`config.mk`:
```
export PLATFORM = sky130hd
export DESIGN_NAME = battery_power_state_monitor_core
export DESIGN_NICKNAME = d
export VERILOG_FILES = /design/src/hdl/bpsm_pkg.sv /design/src/hdl/bpsm_cfg.sv /design/src/hdl/bpsm_eval.sv /design/src/hdl/battery_power_state_monitor_core.sv
export SDC_FILE = /design/constraint.sdc
export NUM_CORES = 1
export LEC_CHECK = 0
export ABC_CLOCK_PERIOD_IN_PS = 9900
export BUFFER_PORTS_ARGS = -buffer_cell sky130_fd_sc_hd__buf_2
export CAP_MARGIN = 20
export CORE_MARGIN = 3
export CORE_UTILIZATION = 50
export DETAILED_ROUTE_END_ITERATION = 10
export HOLD_SLACK_MARGIN = 0.06
export PLACE_DENSITY_LB_ADDON = 0.15
export SKIP_LAST_GASP = 1
export SYNTH_ARGS = -nofsm -noshare
export SYNTH_HDL_FRONTEND = slang
export SYNTH_SLANG_ARGS = --single-unit
```
`constraint.sdc`:
```
create_clock -name clk -period 9.9 [get_ports clk]
set_input_delay 1.98 -clock clk [delete_from_list [all_inputs] [get_ports clk]]
set_output_delay 1.98 -clock clk [all_outputs]
set_load 0.02 [all_outputs]
```
`src/hdl/bpsm_pkg.sv`:
```
package bpsm_pkg;

  localparam int unsigned ADC_W     = 12;
  localparam int unsigned RATIO_W   = 4;
  localparam int unsigned MV_W      = 16;
  localparam int unsigned TICK_W    = 32;
  localparam int unsigned PCT_W     = 7;
  localparam int unsigned CFG_IDX_W = 8;
  localparam int unsigned CFG_DAT_W = 32;
  localparam int unsigned LEVELS    = 10;
  localparam int unsigned LEVEL_CNT_W = 4;

  localparam logic [CFG_IDX_W-1:0] CFG_DIVIDER_RATIO     = 8'd0;
  localparam logic [CFG_IDX_W-1:0] CFG_SENSE_ENABLED     = 8'd1;
  localparam logic [CFG_IDX_W-1:0] CFG_LOW_VOLTAGE_MV    = 8'd2;
  localparam logic [CFG_IDX_W-1:0] CFG_LOW_TIMEOUT_TICKS = 8'd3;

  localparam logic [RATIO_W-1:0] RATIO_RESET   = 4'd2;
  localparam logic               SENSE_RESET   = 1'b1;
  localparam logic [MV_W-1:0]    LOW_MV_RESET  = 16'd3200;
  localparam logic [TICK_W-1:0]  TIMEOUT_RESET = 32'd5000;
  localparam logic [MV_W-1:0]    MINMAX_RESET  = 16'd3700;

  localparam logic [MV_W-1:0] LEVEL_MV [LEVELS] = '{
    16'd3000, 16'd3780, 16'd3830, 16'd3870, 16'd3890,
    16'd3920, 16'd3960, 16'd4000, 16'd4040, 16'd4100
  };

  typedef enum logic [1:0] {
    PS_CHARGED  = 2'd0,
    PS_CHARGING = 2'd1,
    PS_LOW      = 2'd2,
    PS_BATTERY  = 2'd3
  } power_state_t;

  typedef struct packed {
    logic [RATIO_W-1:0] divider_ratio;
    logic               sense_enabled;
    logic [MV_W-1:0]    low_voltage_mv;
    logic [TICK_W-1:0]  low_timeout_ticks;
  } cfg_t;

  typedef struct packed {
    logic [ADC_W-1:0]  adc_mv;
    logic              power_good;
    logic              charging;
    logic [TICK_W-1:0] now_ticks;
  } sample_t;

  typedef struct packed {
    power_state_t      power_state;
    logic              state_changed;
    logic              can_fly;
    logic [PCT_W-1:0]  charge_percent;
    logic [MV_W-1:0]   voltage_mv;
    logic [MV_W-1:0]   min_mv;
    logic [MV_W-1:0]   max_mv;
  } result_t;

  function automatic logic [PCT_W-1:0] level_percent(input logic [LEVEL_CNT_W-1:0] n);
    logic [PCT_W-1:0] p;
    unique case (n)
      4'd0:    p = 7'd0;
      4'd1:    p = 7'd10;
      4'd2:    p = 7'd20;
      4'd3:    p = 7'd30;
      4'd4:    p = 7'd40;
      4'd5:    p = 7'd50;
      4'd6:    p = 7'd60;
      4'd7:    p = 7'd70;
      4'd8:    p = 7'd80;
      default: p = 7'd90;
    endcase
    return p;
  endfunction

endpackage

```
`src/hdl/bpsm_cfg.sv`:
```
module bpsm_cfg (
  input  logic                            clk,
  input  logic                            rst,
  input  logic                            cfg_valid,
  output logic                            cfg_ready,
  input  logic [bpsm_pkg::CFG_IDX_W-1:0]  cfg_index,
  input  logic [bpsm_pkg::CFG_DAT_W-1:0]  cfg_data,
  output bpsm_pkg::cfg_t                  cfg
);
  import bpsm_pkg::*;

  assign cfg_ready = 1'b1;

  always_ff @(posedge clk) begin
    if (rst) begin
      cfg.divider_ratio     <= RATIO_RESET;
      cfg.sense_enabled     <= SENSE_RESET;
      cfg.low_voltage_mv    <= LOW_MV_RESET;
      cfg.low_timeout_ticks <= TIMEOUT_RESET;
    end else if (cfg_valid && cfg_ready) begin
      unique case (cfg_index)
        CFG_DIVIDER_RATIO:     cfg.divider_ratio     <= cfg_data[RATIO_W-1:0];
        CFG_SENSE_ENABLED:     cfg.sense_enabled     <= cfg_data[0];
        CFG_LOW_VOLTAGE_MV:    cfg.low_voltage_mv    <= cfg_data[MV_W-1:0];
        CFG_LOW_TIMEOUT_TICKS: cfg.low_timeout_ticks <= cfg_data[TICK_W-1:0];
        default: ;
      endcase
    end
  end

endmodule

```
`src/hdl/bpsm_eval.sv`:
```
module bpsm_eval (
  input  logic              clk,
  input  logic              rst,
  input  logic              advance,
  input  bpsm_pkg::cfg_t    cfg,
  input  bpsm_pkg::sample_t sample,
  output bpsm_pkg::result_t result
);
  import bpsm_pkg::*;

  logic [MV_W-1:0]        voltage_min, voltage_min_next;
  logic [MV_W-1:0]        voltage_max, voltage_max_next;
  logic [TICK_W-1:0]      low_stamp, low_stamp_next;
  power_state_t           previous_state, state_next;
  logic [MV_W-1:0]        mv;
  logic [TICK_W-1:0]      elapsed;
  logic [LEVELS-1:0]      above;
  logic [LEVEL_CNT_W-1:0] n;

  always_comb begin
    mv = cfg.sense_enabled ? MV_W'(sample.adc_mv * cfg.divider_ratio) : '0;
    voltage_max_next = (voltage_max < mv) ? mv : voltage_max;
    voltage_min_next = (voltage_min > mv) ? mv : voltage_min;
    low_stamp_next   = (mv > cfg.low_voltage_mv) ? sample.now_ticks : low_stamp;
    elapsed          = sample.now_ticks - low_stamp_next;

    priority if (sample.power_good && !sample.charging)
      state_next = PS_CHARGED;
    else if (sample.power_good)
      state_next = PS_CHARGING;
    else if (!sample.charging && elapsed > cfg.low_timeout_ticks)
      state_next = PS_LOW;
    else
      state_next = PS_BATTERY;

    for (int i = 0; i < LEVELS; i++) begin
      above[i] = mv > LEVEL_MV[i];
    end
    n = LEVEL_CNT_W'($countones(above));

    result.power_state    = state_next;
    result.state_changed  = state_next != previous_state;
    result.can_fly        = !(state_next == PS_CHARGED || state_next == PS_CHARGING);
    result.charge_percent = level_percent(n);
    result.voltage_mv     = mv;
    result.min_mv         = voltage_min_next;
    result.max_mv         = voltage_max_next;
  end

  always_ff @(posedge clk) begin
    if (rst) begin
      voltage_min    <= MINMAX_RESET;
      voltage_max    <= MINMAX_RESET;
      low_stamp      <= '0;
      previous_state <= PS_BATTERY;
    end else if (advance) begin
      voltage_min    <= voltage_min_next;
      voltage_max    <= voltage_max_next;
      low_stamp      <= low_stamp_next;
      previous_state <= state_next;
    end
  end

endmodule

```
`src/hdl/battery_power_state_monitor_core.sv`:
```
// Battery power state monitor. Each sample transfer (ADC pin mV, charger flags, tick count)
// yields one result: scaled voltage, running min and max, charge percent in tens, power
// state with a change flag, and can_fly. A sample is registered on input, evaluated
// combinationally and written into the result register; a new sample can be taken every
// cycle while the result side is not stalled. Tracking state advances only as
// results are written, so stalls on the result side hold everything in order.
// Configuration writes are taken at any time but are meant for when the block is idle.
module battery_power_state_monitor_core (
  input  logic                            clk,
  input  logic                            rst,
  input  logic                            cfg_valid,
  output logic                            cfg_ready,
  input  logic [bpsm_pkg::CFG_IDX_W-1:0]  cfg_index,
  input  logic [bpsm_pkg::CFG_DAT_W-1:0]  cfg_data,
  input  logic                            in_valid,
  output logic                            in_ready,
  input  logic [bpsm_pkg::ADC_W-1:0]      adc_mv,
  input  logic                            power_good,
  input  logic                            charging,
  input  logic [bpsm_pkg::TICK_W-1:0]     now_ticks,
  output logic                            out_valid,
  input  logic                            out_ready,
  output logic [1:0]                      power_state,
  output logic                            state_changed,
  output logic                            can_fly,
  output logic [bpsm_pkg::PCT_W-1:0]      charge_percent,
  output logic [bpsm_pkg::MV_W-1:0]       voltage_mv,
  output logic [bpsm_pkg::MV_W-1:0]       min_mv,
  output logic [bpsm_pkg::MV_W-1:0]       max_mv
);
  import bpsm_pkg::*;

  cfg_t    cfg;
  sample_t sample;
  logic    sample_valid;
  logic    advance;
  result_t result_next;
  result_t result;

  bpsm_cfg u_cfg (
    .clk       (clk),
    .rst       (rst),
    .cfg_valid (cfg_valid),
    .cfg_ready (cfg_ready),
    .cfg_index (cfg_index),
    .cfg_data  (cfg_data),
    .cfg       (cfg)
  );

  assign advance  = sample_valid && (!out_valid || out_ready);
  assign in_ready = !sample_valid || advance;

  always_ff @(posedge clk) begin
    if (rst) begin
      sample_valid <= 1'b0;
    end else if (in_ready) begin
      sample_valid <= in_valid;
    end
  end

  always_ff @(posedge clk) begin
    if (in_valid && in_ready) begin
      sample.adc_mv     <= adc_mv;
      sample.power_good <= power_good;
      sample.charging   <= charging;
      sample.now_ticks  <= now_ticks;
    end
  end

  bpsm_eval u_eval (
    .clk     (clk),
    .rst     (rst),
    .advance (advance),
    .cfg     (cfg),
    .sample  (sample),
    .result  (result_next)
  );

  always_ff @(posedge clk) begin
    if (rst) begin
      out_valid <= 1'b0;
    end else if (!out_valid || out_ready) begin
      out_valid <= sample_valid;
    end
  end

  always_ff @(posedge clk) begin
    if (advance) begin
      result <= result_next;
    end
  end

  assign power_state    = result.power_state;
  assign state_changed  = result.state_changed;
  assign can_fly        = result.can_fly;
  assign charge_percent = result.charge_percent;
  assign voltage_mv     = result.voltage_mv;
  assign min_mv         = result.min_mv;
  assign max_mv         = result.max_mv;

endmodule

```
# Yosys cells after proc, flatten, opt, wreduce, memory -nomap -nowiden
# Memory sizes are Yosys's and may differ from the RTL's. A register that Yosys moved wholly into a read port is not among the register bits.
# Index checks and enable logic that the tools add are counted.
[word_totals]
regBits = 226
mem_bits_ro = 96
in_bits = 91
out_inout_bits = 62
memories = 1
[mem_list]
columns = ["name", "words", "width", "rd", "rd_ports_with_merged_regs", "wr", "line_no", "rtl"]
rows = [
  ["(name not given)", 16, 6, 1, 1, 0, "bpsm_pkg.sv:62", "unique case (n)"],
]
[classes]
addsub = 10
n_mul = 1
order_cmp = 14
n_eq_ne = 5
muxes = 7
reduce_logical = 17
[op_table]
columns = ["cell", "n"]
rows = [
  ["$gt 16x12->1 const B", 9],
  ["$mux 16", 3],
  ["$gt 16x16->1", 2],
  ["$gt 32x32->1", 1],
  ["$mux 32", 1],
  ["$sub 32x32->32", 1],
  ["$add 4x4->4", 4],
  ["$eq 8x2->1 const B", 2],
  ["$gt 16x13->1 const B", 1],
  ["$lt 16x16->1", 1],
  ["$mul 12x4->16", 1],
  ["$add 1x1->2", 5],
  ["$eq 8x1->1 const B", 1],
  ["$logic_not 8->1", 1],
  ["$reduce_and 2->1", 4],
  ["$logic_and 1x1->1", 4],
  ["$logic_not 1->1", 4],
  ["$mux 2", 2],
  ["$logic_or 1x1->1", 3],
  ["$eq 2x1->1 const B", 1],
  ["$logic_not 2->1", 1],
  ["$ne 2x2->1", 1],
  ["$mux 1", 1],
]

# Logic depth before layout (Yosys ltp)
[depth]
depth_word = 13
mapped_depth = 49

# Cells and area by module
# A second synthesis with hierarchy kept.
[hier_totals]
cells_unflattened = 1417
area_unflattened_um2 = 14327.5
[modules_own_cells]
columns = ["mod", "n_inst", "cells_each", "area_each_um2", "seq_area_each_um2"]
rows = [
  ["bpsm_eval", 1, 1079, 8747.1, 1321.3],
  ["battery_power_state_monitor_core", 1, 115, 3256.9, 3193.1],
  ["bpsm_cfg", 1, 223, 2323.5, 1061.0],
]

# Worst setup path before layout
# Ideal clock, no wire load.
[synth_timing]
path_kind = "flip-flop to flip-flop"
from = "register u_cfg.cfg[52] (netlist name)"
to = "register result, in the netlist state_changed (data pin)"
arrival_ns = 9.628
t_required_ns = 9.646
path_slack_ns = 0.018
path_stages_with_launch = 45
n_path_buf = 2
period_less_slack_ns = 9.882
path_cell_list = "dfxtp_1 -> clkbuf_1 -> nand2_1 -> fa_1 -> fa_1 -> inv_1 -> fa_1 -> a21oi_1 -> o21bai_1 -> a21o_1 -> a221o_1 -> a211oi_1 -> nor2_1 -> mux2i_1 -> and2_1 -> inv_1 -> ha_1 -> nand4_2 -> [... 9 more ...] -> nor2b_1 -> o31ai_1 -> a21oi_1 -> a41o_1 -> a21o_1 -> a41oi_4 -> or4b_1 -> o211ai_1 -> ha_1 -> a21o_1 -> a21o_1 -> a21o_1 -> a21oi_1 -> o21ai_0 -> a22oi_1 -> nand4_1 -> a21o_1 -> a21o_1"
[synth_lines]
columns = ["element", "line_no", "rtl"]
rows = [
  ["to (signal assigned)", "battery_power_state_monitor_core.sv:89", "result <= result_next;"],
  ["to (decl)", "battery_power_state_monitor_core.sv:38", "result_t result;"],
]

==> summary.md <==
| Metric | Value |
|---|---|
| Status | complete, no violations |
| Clock latency on the worst-skew pair | 0.54 ns |
| Post-synth EDFFs | 103 |
| Root Driver | clkbuf_16 |
| DP HPWL | 24.48 mm |
| F_max | 0.1060 GHz |
| Synth top area share | 0.2252 |
| Final worst path period share | 0.9534 |
| Cell Pwr Density | 165.4 nW/um2 |
| Pre-CTS WS | -0.05843 ns |
| Mapped Area | 13730 um2 |
| CP max FO | 5 |
| DIE AREA | 29490 um2 |
| Number of DRC markers in iteration 0 | 585 |
| Final worst slack | 0.4617 ns |
| Final hold vios | 0 |
| R2R Path End | state_changed |
| Post-CTS Hold Fix Bufs | 0 |
| Minimum hold slack | 0.4540 ns |
| Mean Syn Cell Area | 9.393 um2 |
| IO Pins | 153 |
| Gr ovfl total | 0 |
| Critical path startpoint category | register |
| Per-cell routed wire length | 16.51 um |
| CTS tree | done |
| Initial antenna violation count | 1 |
| Critical Path End Type | register |
| Worst slew pin tran | 1.046 ns |
| Pleak | 7.020 nW |
| Vias | 10880 |
| R2r startpoint | sample[35] |
| Ys Warns | 0 |
| Detailed Route WL | 32.89 mm |
| Syn_nets | 1720 |
| Final setup TNS | 0 ns |
| Asr flop ratio synth | 0 |
| Layout Nets | 1890 |
| Worst path arrival time | 9.73 ns |
| Commonest non-fill, non-tap cell in the layout | nand2_1 |
| Dominant synthesized flop cell | dfxtp_1 |
| Leading area contributor after synthesis | edfxtp_1 |
| Flop2flop setup slack | 0.46 ns |
| Fin. max-slew vios | 0 |
| WHS Path Cells | 2 |
| N_diodes | 0 |
| Number of global-route vias before repair | 10420 |
| Max-slew headroom | 0.3029 |
| Area grow syn2layout | 17.98% |
| First-pass GRT wire length | 53.06 mm |
| # rows | 60 |
| Die W | 171.7 um |
| Min Tclk post-route | 9.438 ns |
| Post-route clock skew | 0.02762 ns |
| CTS Buf Count | 25 |
| Highest cell delay on the worst timing path | 0.54 ns |
| Max IR drop VDD | 0.1359 mV |
| Core area | 26950 um2 |
| Share of post-route cells with drive strength above 1 | 0.1890 |
| Most frequent cells in the layout | 187 x nand2_1, 149 x buf_2, 133 x ha_1, 119 x dfxtp_1 |
| Antenna-violating nets left | 0 |
| Pin count of the biggest net entering global routing | 96 |
| Cells on worst reg2reg path | 44 |
| Worst EP required | 10.19 ns |
| Post-synthesis cell type count | 69 |
| CTS Buffer Depth | 3 |
| CTS H-Tree Depth | 1 |
| Sequential element share of the synthesized area | 0.4016 |
| Synth Instances | 1462 |
| Register bit total from synthesis | 224 |
| Clock sink count | 224 |
| Drc violations | 0 |
| Clk slew on worst S/H paths | 0.06 ns |
| PortBufs | 150 |
| Initial Utilization | 0.5096 |
| Hold Crit Class | reg -> reg |
| Max capacitance violation total | 0 |
| Area contributors post-synth | edfxtp_1 23%, dfxtp_1 18%, ha_1 13%, nand2_1 5.1%, fa_1 3.9% |
| Drt pass-1 iters | 5 |
| Setup-failing EPs final | 0 |
| GR Util All Layers | 0.2213 |
| Slowest cell on crit path | fa_1 |
| Die height | 171.7 um |
| Post-route core utilization | 0.6012 |
| Vias per std cell | 5.464 |
| Crit Path Category | reg -> reg |
| Gpl congestion | 0.8958 |
| Most used cell, CP | a21o_1 |
| Worst Min Path Start | u_cfg.cfg[24] |
| Min-Delay Endpoint | u_cfg.cfg[24] |
[through the flow]
| stage | total power, W | area, um2 | instances |
|---|---|---|---|
| 3_3_place_gp | 0.001740 | 14980 | 1931 |
| 6_report | 0.002680 | 16200 | 1992 |
| 4_1_cts | 0.002683 | 15810 | 1977 |
| 3_5_place_dp | 0.001752 | 14980 | 1931 |
| 5_1_grt | 0.002842 | 16200 | 1992 |
| 2_1_floorplan | 0.001567 | 13730 | 1462 |
[sequential cells by signal, indices dropped and copies added, names as in the netlist]
| register | count |
|---|---|
| power_state | 2 |
| out_valid | 1 |
| u_eval.low_stamp | 32 |
| u_eval.voltage_min | 16 |
| u_eval.voltage_max | 16 |
| max_mv | 16 |
| min_mv | 16 |
| u_cfg.cfg | 53 |
| sample_valid | 1 |
| state_changed | 1 |
| charge_percent | 6 |
| voltage_mv | 16 |
| sample | 46 |
| u_eval.previous_state | 2 |
[repair_timing]
action                                  4_1_cts  5_1_grt
pin swaps                                     0       22
endpoints found under the setup margin        1        3
hold endpoints to repair                      0        0
resized for setup                             5       53
setup buffers                                 0       13
[worst max path at each step]
stage	depth (start not counted)	slack, ns	endpoint	start
after floorplan	44	0.02	state_changed	u_cfg.cfg[52]
after global placement	44	0.12	state_changed	u_cfg.cfg[52]
after detailed placement	44	-0.06	state_changed	u_cfg.cfg[52]
after CTS	45	0.006	state_changed	sample[35]
after global routing	44	-0.05	state_changed	sample[34]
final	44	0.46	state_changed	sample[35]
[where the power goes]
part           leakage (nW)  total [W]  internal, W  switching (W)
combinational          4.65   0.000701     0.000298       0.000403
sequential             1.97    0.00106      0.00103      0.0000240
clock                 0.406   0.000921     0.000551       0.000370
total                  7.02    0.00268      0.00188       0.000797
[critical path, delay by kind of cell, from the launching register on]
kind	cells	cell delay (ns)
adder cells (fa/ha/maj)	7	2.55
buffers and inverters	3	0.20
AND/OR/NAND/NOR	10	1.65
multiplexers	1	0.14
AO/OA/AOI/OAI	23	4.22
flip-flops	1	0.43
[kinds of logic (layout without fill, tap and decap cells)]
logic type                 Yosys count  in the layout  share of synthesized area
DFF                                224            224                     0.4016
and+or+nand+nor                    460            460                     0.1533
other                                2              2                  0.0005469
xor gates and xnor gates            35             35                    0.02232
muxes                               65             65                    0.04874
adders and majority gates          167            167                     0.1669
AOI/OAI and AO/OA                  331            331                     0.1565
buffers and inverters              178            367                    0.05002
[Yosys cell counts, drive strengths merged (3+ instances only)]
| library cell | number |
|---|---|
| o21ai | 57 |
| nor3 | 22 |
| ha | 140 |
| a211o | 23 |
| a31oi | 10 |
| xor2 | 11 |
| mux2 | 15 |
| nand3b | 6 |
| o21bai | 6 |
| a41oi | 3 |
| a21oi | 105 |
| inv | 115 |
| or2 | 4 |
| dfxtp | 121 |
| buf | 10 |
| nor4 | 7 |
| a211oi | 34 |
| clkbuf | 51 |
| nand2 | 187 |
| xnor2 | 24 |
| and3 | 9 |
| o21a | 15 |
| edfxtp | 103 |
| and2 | 32 |
| mux2i | 50 |
| o31ai | 6 |
| fa | 27 |
| nor2 | 116 |
| nand3 | 24 |
| a21o | 44 |
| nor2b | 15 |
| nand4 | 16 |
| nand2b | 13 |
| o211ai | 5 |
[routing by layer]
layer	track usage	vias to the layer above	wire, um
li1	-	5492	-
met1	0.2945	5084	14540
met5	0	-	17
met2	0.3904	251	16050
met3	0.02505	55	1601
met4	0.04825	2	670
[final cells by class]
cell class / instances / area, um2
Tap cell: 341 / 426.7
Clock inverter: 16 / 165.2
Fill cell: 2331 / 10750
Multi-Input combinational cell: 1060 / 7789
Sequential cell: 224 / 5518
Clock buffer: 30 / 654.4
Inverter: 117 / 441.7
Timing Repair Buffer: 204 / 1207
No activity file was read; power rests on OpenSTA's default activity.
